File: src/rtl/ssch_pkg.sv
`default_nettype none

package ssch_pkg;

  localparam int CYL_W            = 16;
  localparam int TRAVEL_W         = CYL_W + 1;
  localparam int MAX_REQUESTS_DEF = 16;

  localparam int CFG_IDX_W  = 2;
  localparam int CFG_DATA_W = 16;

  localparam logic [CFG_IDX_W-1:0] CFG_HEAD_START = 2'd0;
  localparam logic [CFG_IDX_W-1:0] CFG_CYL_COUNT  = 2'd1;
  localparam logic [CFG_IDX_W-1:0] CFG_SWEEP_UP   = 2'd2;

  localparam logic [CYL_W-1:0] HEAD_START_RST = 16'd0;
  localparam logic [CYL_W-1:0] CYL_COUNT_RST  = 16'd65535;
  localparam logic             SWEEP_UP_RST   = 1'b1;

  typedef struct packed {
    logic [CYL_W-1:0] request_cylinder;
    logic             batch_end;
  } req_t;

  typedef struct packed {
    logic [CYL_W-1:0]    served_cylinder;
    logic                order_end;
    logic [TRAVEL_W-1:0] head_travel;
    logic                overflow;
  } res_t;

  typedef struct packed {
    logic ins;
    logic mshift;
    logic push;
    logic pop;
  } cell_ctl_t;

  typedef enum logic [1:0] {
    ST_FILL,
    ST_PUSH_LOW,
    ST_MAIN,
    ST_POP
  } state_t;

endpackage

`default_nettype wire

File: src/rtl/ssch_cell.sv
`default_nettype none

module ssch_cell (
  input  logic                         clk,
  input  logic                         rst_n,
  input  ssch_pkg::cell_ctl_t          ctl,
  input  logic [ssch_pkg::CYL_W-1:0]   new_val,
  input  logic [ssch_pkg::CYL_W-1:0]   lo_main_val,
  input  logic                         lo_main_vld,
  input  logic                         lo_gt,
  input  logic [ssch_pkg::CYL_W-1:0]   hi_main_val,
  input  logic                         hi_main_vld,
  input  logic [ssch_pkg::CYL_W-1:0]   lo_stk_val,
  input  logic                         lo_stk_vld,
  input  logic [ssch_pkg::CYL_W-1:0]   hi_stk_val,
  input  logic                         hi_stk_vld,
  output logic [ssch_pkg::CYL_W-1:0]   main_val,
  output logic                         main_vld,
  output logic                         gt,
  output logic [ssch_pkg::CYL_W-1:0]   stk_val,
  output logic                         stk_vld
);
  import ssch_pkg::*;

  logic [CYL_W-1:0] main_val_r, main_val_nxt;
  logic             main_vld_r, main_vld_nxt;
  logic [CYL_W-1:0] stk_val_r, stk_val_nxt;
  logic             stk_vld_r, stk_vld_nxt;

  // The new request belongs below this cell's value, or this cell is still empty.
  assign gt = !main_vld_r || (new_val < main_val_r);

  always_comb begin
    main_val_nxt = main_val_r;
    main_vld_nxt = main_vld_r;
    if (ctl.ins && gt) begin
      main_val_nxt = lo_gt ? lo_main_val : new_val;
      main_vld_nxt = main_vld_r | lo_main_vld;
    end else if (ctl.mshift) begin
      main_val_nxt = hi_main_val;
      main_vld_nxt = hi_main_vld;
    end
  end

  always_comb begin
    stk_val_nxt = stk_val_r;
    stk_vld_nxt = stk_vld_r;
    if (ctl.push) begin
      stk_val_nxt = lo_stk_val;
      stk_vld_nxt = lo_stk_vld;
    end else if (ctl.pop) begin
      stk_val_nxt = hi_stk_val;
      stk_vld_nxt = hi_stk_vld;
    end
  end

  always_ff @(posedge clk) begin
    main_val_r <= main_val_nxt;
    stk_val_r  <= stk_val_nxt;
  end

  always_ff @(posedge clk) begin
    if (!rst_n) begin
      main_vld_r <= 1'b0;
      stk_vld_r  <= 1'b0;
    end else begin
      main_vld_r <= main_vld_nxt;
      stk_vld_r  <= stk_vld_nxt;
    end
  end

  assign main_val = main_val_r;
  assign main_vld = main_vld_r;
  assign stk_val  = stk_val_r;
  assign stk_vld  = stk_vld_r;

endmodule

`default_nettype wire

File: src/rtl/ssch_travel.sv
`default_nettype none

module ssch_travel (
  input  logic [ssch_pkg::CYL_W-1:0]    head,
  input  logic [ssch_pkg::CYL_W-1:0]    cyl_count,
  input  logic                          sweep_up,
  input  logic [ssch_pkg::CYL_W-1:0]    min_req,
  input  logic [ssch_pkg::CYL_W-1:0]    max_req,
  output logic [ssch_pkg::TRAVEL_W-1:0] travel
);
  import ssch_pkg::*;

  logic [CYL_W-1:0] top0;
  logic [CYL_W-1:0] top1;
  logic [CYL_W-1:0] top;

  always_comb begin
    top0 = (cyl_count == '0) ? '0 : cyl_count - CYL_W'(1);
    top1 = (head > top0) ? head : top0;
    top  = (max_req > top1) ? max_req : top1;
    if (sweep_up) begin
      travel = {1'b0, top - head} + ((min_req < head) ? {1'b0, top - min_req} : '0);
    end else begin
      travel = {1'b0, head} + ((max_req >= head) ? {1'b0, max_req} : '0);
    end
  end

endmodule

`default_nettype wire

File: src/rtl/scan_disk_scheduler.sv
// Channel   Direction  Handshake            Payload
// in_       input      in_valid / in_stall  ssch_pkg::req_t (request_cylinder, batch_end)
// out_      output     out_valid/out_stall  ssch_pkg::res_t (served_cylinder, order_end,
//                                           head_travel, overflow)
// cfg_      input      cfg_we               cfg_index, cfg_data
//
// While a batch is collected, one request is taken every cycle; each one is inserted
// into the sorted cell row in the cycle it arrives; when the row is full it is dropped
// and overflow is set. After the request with batch_end, the requests below the head
// are first moved onto the cell stack without output; input is stalled until the final
// result is loaded. Output stalls hold the row.
// Reset clears the valid bits of the row, the counters and the state.
`default_nettype none

module scan_disk_scheduler #(
  parameter int MAX_REQUESTS = ssch_pkg::MAX_REQUESTS_DEF
) (
  input  logic                              clk,
  input  logic                              rst_n,
  input  logic                              in_valid,
  output logic                              in_stall,
  input  ssch_pkg::req_t                    in_data,
  output logic                              out_valid,
  input  logic                              out_stall,
  output ssch_pkg::res_t                    out_data,
  input  logic                              cfg_we,
  input  logic [ssch_pkg::CFG_IDX_W-1:0]    cfg_index,
  input  logic [ssch_pkg::CFG_DATA_W-1:0]   cfg_data
);
  import ssch_pkg::*;

  localparam int CNT_W = $clog2(MAX_REQUESTS + 1);

  logic [CYL_W-1:0] head_r;
  logic [CYL_W-1:0] cyl_count_r;
  logic             sweep_up_r;

  state_t           state_r, state_nxt;
  logic [CNT_W-1:0] count_r, count_nxt;
  logic [CNT_W-1:0] remain_r, remain_nxt;
  logic             dropped_r, dropped_nxt;
  logic [CYL_W-1:0] min_r, min_nxt;
  logic [CYL_W-1:0] max_r, max_nxt;
  res_t             out_data_r, out_data_nxt;
  logic             out_valid_r, out_valid_nxt;

  cell_ctl_t           ctl;
  logic                emit;
  logic                emit_stk;
  logic                in_accept;
  logic                full;
  logic                main0_low;
  logic                adv;
  logic                last;
  logic [TRAVEL_W-1:0] travel;

  logic [CYL_W-1:0] main_val [MAX_REQUESTS];
  logic             main_vld [MAX_REQUESTS];
  logic             gt       [MAX_REQUESTS];
  logic [CYL_W-1:0] stk_val  [MAX_REQUESTS];
  logic             stk_vld  [MAX_REQUESTS];
  logic [CYL_W-1:0] lo_mv    [MAX_REQUESTS];
  logic             lo_mvld  [MAX_REQUESTS];
  logic             lo_gt    [MAX_REQUESTS];
  logic [CYL_W-1:0] hi_mv    [MAX_REQUESTS];
  logic             hi_mvld  [MAX_REQUESTS];
  logic [CYL_W-1:0] lo_sv    [MAX_REQUESTS];
  logic             lo_svld  [MAX_REQUESTS];
  logic [CYL_W-1:0] hi_sv    [MAX_REQUESTS];
  logic             hi_svld  [MAX_REQUESTS];

  always_ff @(posedge clk) begin
    if (!rst_n) begin
      head_r      <= HEAD_START_RST;
      cyl_count_r <= CYL_COUNT_RST;
      sweep_up_r  <= SWEEP_UP_RST;
    end else if (cfg_we) begin
      unique case (cfg_index)
        CFG_HEAD_START: head_r      <= cfg_data[CYL_W-1:0];
        CFG_CYL_COUNT:  cyl_count_r <= cfg_data[CYL_W-1:0];
        CFG_SWEEP_UP:   sweep_up_r  <= cfg_data[0];
        default: ;
      endcase
    end
  end

  assign in_stall  = (state_r != ST_FILL);
  assign in_accept = in_valid && !in_stall;
  assign full      = (count_r == CNT_W'(MAX_REQUESTS));
  assign main0_low = main_vld[0] && (main_val[0] < head_r);
  assign adv       = !out_valid_r || !out_stall;
  assign last      = (remain_r == CNT_W'(1));

  // The sorted row shifts toward cell 0; requests below the head leave cell 0 onto
  // the stack, which later pops them back out in descending order.
  for (genvar i = 0; i < MAX_REQUESTS; i++) begin : g_cell
    if (i == 0) begin : g_lo_end
      assign lo_mv[i]   = '0;
      assign lo_mvld[i] = 1'b1;
      assign lo_gt[i]   = 1'b0;
      assign lo_sv[i]   = main_val[0];
      assign lo_svld[i] = 1'b1;
    end else begin : g_lo_link
      assign lo_mv[i]   = main_val[i-1];
      assign lo_mvld[i] = main_vld[i-1];
      assign lo_gt[i]   = gt[i-1];
      assign lo_sv[i]   = stk_val[i-1];
      assign lo_svld[i] = stk_vld[i-1];
    end
    if (i == MAX_REQUESTS - 1) begin : g_hi_end
      assign hi_mv[i]   = '0;
      assign hi_mvld[i] = 1'b0;
      assign hi_sv[i]   = '0;
      assign hi_svld[i] = 1'b0;
    end else begin : g_hi_link
      assign hi_mv[i]   = main_val[i+1];
      assign hi_mvld[i] = main_vld[i+1];
      assign hi_sv[i]   = stk_val[i+1];
      assign hi_svld[i] = stk_vld[i+1];
    end

    ssch_cell u_cell (
      .clk         (clk),
      .rst_n       (rst_n),
      .ctl         (ctl),
      .new_val     (in_data.request_cylinder),
      .lo_main_val (lo_mv[i]),
      .lo_main_vld (lo_mvld[i]),
      .lo_gt       (lo_gt[i]),
      .hi_main_val (hi_mv[i]),
      .hi_main_vld (hi_mvld[i]),
      .lo_stk_val  (lo_sv[i]),
      .lo_stk_vld  (lo_svld[i]),
      .hi_stk_val  (hi_sv[i]),
      .hi_stk_vld  (hi_svld[i]),
      .main_val    (main_val[i]),
      .main_vld    (main_vld[i]),
      .gt          (gt[i]),
      .stk_val     (stk_val[i]),
      .stk_vld     (stk_vld[i])
    );
  end

  ssch_travel u_travel (
    .head      (head_r),
    .cyl_count (cyl_count_r),
    .sweep_up  (sweep_up_r),
    .min_req   (min_r),
    .max_req   (max_r),
    .travel    (travel)
  );

  always_comb begin
    state_nxt = state_r;
    unique case (state_r)
      ST_FILL: begin
        if (in_accept && in_data.batch_end) begin
          state_nxt = sweep_up_r ? ST_MAIN : ST_PUSH_LOW;
        end
      end
      ST_PUSH_LOW: begin
        if (!main0_low) begin
          state_nxt = ST_POP;
        end
      end
      ST_MAIN: begin
        if (emit && last) begin
          state_nxt = ST_FILL;
        end else if (!main_vld[0]) begin
          state_nxt = ST_POP;
        end
      end
      ST_POP: begin
        if (emit && last) begin
          state_nxt = ST_FILL;
        end else if (!stk_vld[0]) begin
          state_nxt = ST_MAIN;
        end
      end
      default: state_nxt = ST_FILL;
    endcase
  end

  always_comb begin
    ctl      = '0;
    emit     = 1'b0;
    emit_stk = 1'b0;
    unique case (state_r)
      ST_FILL: begin
        ctl.ins = in_accept && !full;
      end
      ST_PUSH_LOW: begin
        if (main0_low) begin
          ctl.push   = 1'b1;
          ctl.mshift = 1'b1;
        end
      end
      ST_MAIN: begin
        if (main0_low) begin
          ctl.push   = 1'b1;
          ctl.mshift = 1'b1;
        end else if (main_vld[0] && adv) begin
          ctl.mshift = 1'b1;
          emit       = 1'b1;
        end
      end
      ST_POP: begin
        if (stk_vld[0] && adv) begin
          ctl.pop  = 1'b1;
          emit     = 1'b1;
          emit_stk = 1'b1;
        end
      end
      default: ;
    endcase
  end

  always_comb begin
    count_nxt   = count_r;
    remain_nxt  = remain_r;
    dropped_nxt = dropped_r;
    min_nxt     = min_r;
    max_nxt     = max_r;
    if (in_accept) begin
      if (full) begin
        dropped_nxt = 1'b1;
      end else begin
        count_nxt = count_r + CNT_W'(1);
        if (count_r == '0 || in_data.request_cylinder < min_r) begin
          min_nxt = in_data.request_cylinder;
        end
        if (count_r == '0 || in_data.request_cylinder > max_r) begin
          max_nxt = in_data.request_cylinder;
        end
      end
      if (in_data.batch_end) begin
        remain_nxt = full ? count_r : count_r + CNT_W'(1);
      end
    end
    if (emit) begin
      remain_nxt = remain_r - CNT_W'(1);
      if (last) begin
        count_nxt   = '0;
        dropped_nxt = 1'b0;
      end
    end
  end

  always_comb begin
    out_data_nxt  = out_data_r;
    out_valid_nxt = out_valid_r && out_stall;
    if (emit) begin
      out_valid_nxt                = 1'b1;
      out_data_nxt.served_cylinder = emit_stk ? stk_val[0] : main_val[0];
      out_data_nxt.order_end       = last;
      out_data_nxt.head_travel     = last ? travel : '0;
      out_data_nxt.overflow        = dropped_r;
    end
  end

  always_ff @(posedge clk) begin
    if (!rst_n) begin
      state_r     <= ST_FILL;
      count_r     <= '0;
      remain_r    <= '0;
      dropped_r   <= 1'b0;
      out_valid_r <= 1'b0;
    end else begin
      state_r     <= state_nxt;
      count_r     <= count_nxt;
      remain_r    <= remain_nxt;
      dropped_r   <= dropped_nxt;
      out_valid_r <= out_valid_nxt;
    end
  end

  always_ff @(posedge clk) begin
    min_r      <= min_nxt;
    max_r      <= max_nxt;
    out_data_r <= out_data_nxt;
  end

  assign out_valid = out_valid_r;
  assign out_data  = out_data_r;

endmodule

`default_nettype wire

File: config.mk
export PLATFORM = sky130hd
export DESIGN_NAME = scan_disk_scheduler
export DESIGN_NICKNAME = d
export VERILOG_FILES = /design/src/rtl/ssch_pkg.sv /design/src/rtl/ssch_cell.sv /design/src/rtl/ssch_travel.sv /design/src/rtl/scan_disk_scheduler.sv
export SDC_FILE = /design/constraint.sdc
export NUM_CORES = 2
export LEC_CHECK = 0
export ABC_AREA = 1
export BUFFER_PORTS_ARGS = -buffer_cell sky130_fd_sc_hd__buf_2
export CAP_MARGIN = 0
export CORE_MARGIN = 10
export CORE_UTILIZATION = 45
export DETAILED_ROUTE_END_ITERATION = 8
export GPL_ROUTABILITY_DRIVEN = 0
export GPL_TIMING_DRIVEN = 0
export PLACE_DENSITY = 0.63
export RECOVER_POWER = 25
export SLEW_MARGIN = 10
export SYNTH_ARGS = -nofsm -noshare
export SYNTH_HDL_FRONTEND = slang
export SYNTH_SLANG_ARGS = --single-unit
File: constraint.sdc
create_clock -name clk -period 11.5 [get_ports clk]
set_input_delay 1.725 -clock clk [delete_from_list [all_inputs] [get_ports clk]]
set_output_delay 1.725 -clock clk [all_outputs]
set_load 0.01 [all_outputs]
==> results by stage <==
Hold path:
- In this run the worst hold path is classified as flop to flop.

Global route:
- The number of global-route vias before repair is roughly 34,000.
- The global-route wire length before repair is 190,000 um.
- For this run, the total global-route usage over all layers was measured as 23.1%.
- The number of antenna violations at the first check in global routing is 1.
- Entering global routing, the biggest net connects 60 pins.
- The leftover overflow at the end of global routing is 0.

Power and ir drop:
- The largest voltage drop on the vdd net is 0.177 mV.
- Summed over all nets, the switching power comes to about 4.6 mW.
- The sequential fraction of design power is 36.0%.
- Cell internal power was estimated by the tool at 6.61 mW.
- The combinational cell fraction of total power is between 40% and 50%.
- The power density over the cells is 243 nW/um^2.
- The fraction of power spent switching nets is 41.1%.
- In this run, the clock network consumes roughly 23% of the power.
- For this design the static power due to leakage is 20.7 nW.

Critical path:
- The cell with the largest stage delay on the worst path is sky130_fd_sc_hd__o21ai_0.
- The sort of element at the start of the critical path is a flop.
- STA puts the critical path data required time at 11.88 ns.
- Counting both buffers and inverters, the worst setup path holds a total of 7.
- Along the worst path, the maximum fanout reaches 10.
- Data arrives at the worst endpoint at ~9 ns.
- The worst setup path is captured at a flop.
- By instance count, the cell type seen most on the critical path is sky130_fd_sc_hd__nand2_1.
- The critical path in this run is classified as flop to flop.
- The kind of cell adding the most delay to the critical path is simple AND/OR/NAND/NOR gates.
- The peak per-stage delay on the critical path is 0.42 ns.

STA:
- The worst setup skew after layout is 0.0401 ns.
- The post-layout minimum cycle time is 8.63 ns.
- The final-report hold violation count was 0.
- The tightest hold path in the finished design has a slack of 0.438 ns.
- The count of final setup violators is 0.
- Setup repair after global routing left no endpoint under its margin.
- In this run the tightest slew margin relative to its limit is -79.6%.
- The maximum operating frequency is 116 MHz.
- At the pin with the least slew margin, the transition time is 2.69 ns.
- In the finished design, the share of the clock period the worst path needs comes to about three quarters.
- The final max-slew violation count came to 462.

Drt:
- Dividing the detail-routed wire length by the instance count gives 19.1 um.
- Detailed routing inserted a total of 35,400 vias.
- The wire length on met1 is ~56,000 um.
- After detailed routing, the total wire length is 124,000 um.
- Once detail routing completed, the nets flagged for antenna violations numbered 0.
- The DRC violation count after routing is 0.
- The number of violations reported at the end of detailed-routing iteration 0 is 3,360.
- The post-detailed-route via-to-cell ratio is around 5.5.
- The detailed route wirelength on metal2 is between 50,000 and 60,000 um.
- The number of detailed-route iterations in the first pass is 6.
- The highest routed metal layer is met4.
- The met3 routed wirelength is roughly 8700 um.

Synthesis:
- In this run the cell area of the synthesized design comes to 41,700 sq um.
- The number of synthesized flops with an enable pin is a little under 600.
- The share of the synthesized area in the top cell type is 41.7%.
- The share of the yosys chip area belonging to registers is 45.5%.
- The Yosys warning count is 0.
- The proportion of synthesized flip-flops having asynchronous set or reset is 0%.
- The synthesized instance count is approximately 5,000.
- By area the synthesized netlist is led by sky130_fd_sc_hd__edfxtp_1 42%, sky130_fd_sc_hd__nand2_1 15%, sky130_fd_sc_hd__ha_1 13%.
- The post-synthesis cell type with the largest combined area is sky130_fd_sc_hd__edfxtp_1.
- The most used flip-flop cell after synthesis is sky130_fd_sc_hd__edfxtp_1.
- The post-synthesis cell type count is 44.
- Synthesis inferred ~660 register bits.
- The number of nets in the synthesized netlist is 5,487.
- The average instance area after synthesis is 8.29 sq um.

Clocking:
- No sink is reached through more buffers than the 3 on the longest clock path.
- The hold buffer count at cts is 0.
- The total clock buffers created by CTS is 77.
- The number of buffers inserted by post-CTS setup repair is 0.
- At the later pin of the worst-skew pair, clock insertion delay measures 0.68 ns.
- After clock tree synthesis, the clock-pin slew on the worst setup and hold paths is 0.06 ns.
- The number of sinks on the clock net is 658.
- In this run the number of H-tree levels came out at 3.
- The buffer cell driving the clock tree root is sky130_fd_sc_hd__clkbuf_16.
- Once the clock tree was built, the resizer swapped 0 gates to a different size.
- TritonCTS built the clock tree.

Outcome:
- The run finished, with violations left.
- The checks that failed: capacitance limit, slew limit.

Finish:
- The final layout contains 5,647 nets.
- The layout filler cell count is roughly 8,800.
- The final standard cell count with taps included and fillers excluded is 6,489.
- The layout overhead on the synthesized area is 10.9%.
- Leaving out fill and tap cells, the most frequent cell in the layout is sky130_fd_sc_hd__nand2_1.
- The library cells used most frequently in the layout, excluding fill and tap cells, are 1,619 x sky130_fd_sc_hd__nand2_1, 579 x sky130_fd_sc_hd__edfxtp_1, 570 x sky130_fd_sc_hd__a21oi_1.
- After routing the design area is 46,200 sq um.
- Cells fill 50.3% of the core in the end.
- The fraction of final layout cells sized beyond drive strength 1 is between 4 and 5%.

Floorplan:
- The die is 324 um wide.
- In this run the count of I/O pins placed on the die edge is between 70 and 80.
- The die height is 324 um.
- The number of placement rows is 111.
- The core area is 91,800 sq um.
- For this configuration, the core starts out at a cell density of 45.4%.
- The overall die area is 105,000 sq um.

Place:
- The placed instance count is 6,347.
- The instance area at placement is between 40,000 and 50,000 sq um.
- The count of input and output buffers is 75.
- Detailed placement finished with a half-perimeter wire length of approximately 91,000 um.

Job:
- The max-cap check violation count is 16.
worst paths after layout:
path	start	cells past startpoint	end	slack (ns)
setup / recovery	cyl_count_r[0]$_SDFFE_PN1P_	49	out_data[15]$_SDFFCE_PN0P_	2.87
hold / removal	dropped_r$_SDFF_PN0_	0	out_data[0]$_DFFE_PP_	0.44
setup reg to reg	cyl_count_r[0]$_SDFFE_PN1P_	49	out_data[15]$_SDFFCE_PN0P_	2.87
hold reg to reg	dropped_r$_SDFF_PN0_	0	out_data[0]$_DFFE_PP_	0.44
power groups by stage:
stage          combinational [mW]  clock (mW)  sequential [mW]
2_1_floorplan                3.35           0             3.88
3_3_place_gp                 4.45           0             4.08
3_5_place_dp                 4.57           0             4.07
4_1_cts                      4.60        2.57             4.03
5_1_grt                      5.30        2.66             4.10
6_report                     4.65        2.54             4.05
registers in the layout (all words and copies together) (netlist names), 16 cells and up:
name and cells:
g_cell.u_cell.stk_vld 16, out_data 35, head_r 16, max_r 16
g_cell.u_cell.stk_val 256, g_cell.u_cell.main_val 256, cyl_count_r 16, g_cell.u_cell.main_vld 16
min_r 16
layout make-up:
type,instances,area (sq um),area share (%)
Multi-Input combinational cell,3656,19800,42.9
Clock buffer,104,2120,4.59
Antenna cell,1,2.50,0.00541
Inverter,501,1880,4.07
Tap cell,1243,1560,3.37
Timing Repair Buffer,81,428,0.926
Sequential cell,658,19000,41.0
Clock inverter,37,467,1.01
Buffer,208,977,2.11
cell families (layout without fill, tap and decap cells):
| logic type | count (synthesis) | count (layout) | synth area share (%) |
|---|---|---|---|
| flip-flops | 658 | 658 | 45.5 |
| AND/OR/NAND/NOR | 2057 | 2057 | 19.7 |
| adder cells (fa/ha/maj) | 424 | 424 | 12.8 |
| other | 0 | 1 | 0 |
| XOR/XNOR | 38 | 38 | 0.799 |
| buffers and inverters | 709 | 931 | 6.91 |
| AO/OA/AOI/OAI | 1135 | 1135 | 14.2 |
| multiplexers | 2 | 2 | 0.0481 |
synthesized netlist by cell type, types with 2 or more instances:
master / instances
sky130_fd_sc_hd__nand2_2: 25
sky130_fd_sc_hd__nand2_1: 1619
sky130_fd_sc_hd__inv_2: 4
sky130_fd_sc_hd__mux2i_1: 2
sky130_fd_sc_hd__o21bai_1: 4
sky130_fd_sc_hd__fa_1: 4
sky130_fd_sc_hd__or2_2: 5
sky130_fd_sc_hd__ha_1: 420
sky130_fd_sc_hd__dfxtp_1: 79
sky130_fd_sc_hd__nand3_1: 157
sky130_fd_sc_hd__nor4_1: 3
sky130_fd_sc_hd__o21a_1: 36
sky130_fd_sc_hd__xor2_1: 25
sky130_fd_sc_hd__edfxtp_1: 579
sky130_fd_sc_hd__a21oi_1: 572
sky130_fd_sc_hd__a21oi_2: 2
sky130_fd_sc_hd__a211oi_1: 6
sky130_fd_sc_hd__inv_1: 496
sky130_fd_sc_hd__clkbuf_1: 111
sky130_fd_sc_hd__nor2_1: 159
sky130_fd_sc_hd__xnor2_1: 13
sky130_fd_sc_hd__a21o_1: 10
sky130_fd_sc_hd__buf_1: 4
sky130_fd_sc_hd__o21ai_0: 397
sky130_fd_sc_hd__buf_2: 68
sky130_fd_sc_hd__a31oi_1: 18
sky130_fd_sc_hd__o21ai_1: 61
sky130_fd_sc_hd__o211ai_1: 14
sky130_fd_sc_hd__nand2_4: 4
sky130_fd_sc_hd__nor3_1: 41
sky130_fd_sc_hd__a21boi_0: 2
sky130_fd_sc_hd__nand4_1: 41
sky130_fd_sc_hd__o31ai_1: 8
sky130_fd_sc_hd__buf_4: 15
sky130_fd_sc_hd__buf_6: 10
per-layer routing:
| metal | GRT usage, % | vias to the layer above |
|---|---|---|
| met1 | 31.7 | 16500 |
| met4 | 8.66 | 0 |
| met3 | 3.26 | 263 |
| li1 | - | 17300 |
| met5 | 0 | - |
| met2 | 36.7 | 1228 |
through the flow:
| stage | total power [mW] | setup TNS (ns) | setup WS (ns) |
|---|---|---|---|
| 6_report | 11.2 | 0 | 2.87 |
| 4_1_cts | 11.2 | 0 | 3.03 |
| 3_5_place_dp | 8.64 | 0 | 3.09 |
| 3_3_place_gp | 8.53 | -9.26 | -1.17 |
| 5_1_grt | 12.1 | 0 | 2.12 |
| 2_1_floorplan | 7.23 | 0 | 2.41 |
No activity file was read; power rests on OpenSTA's default activity.
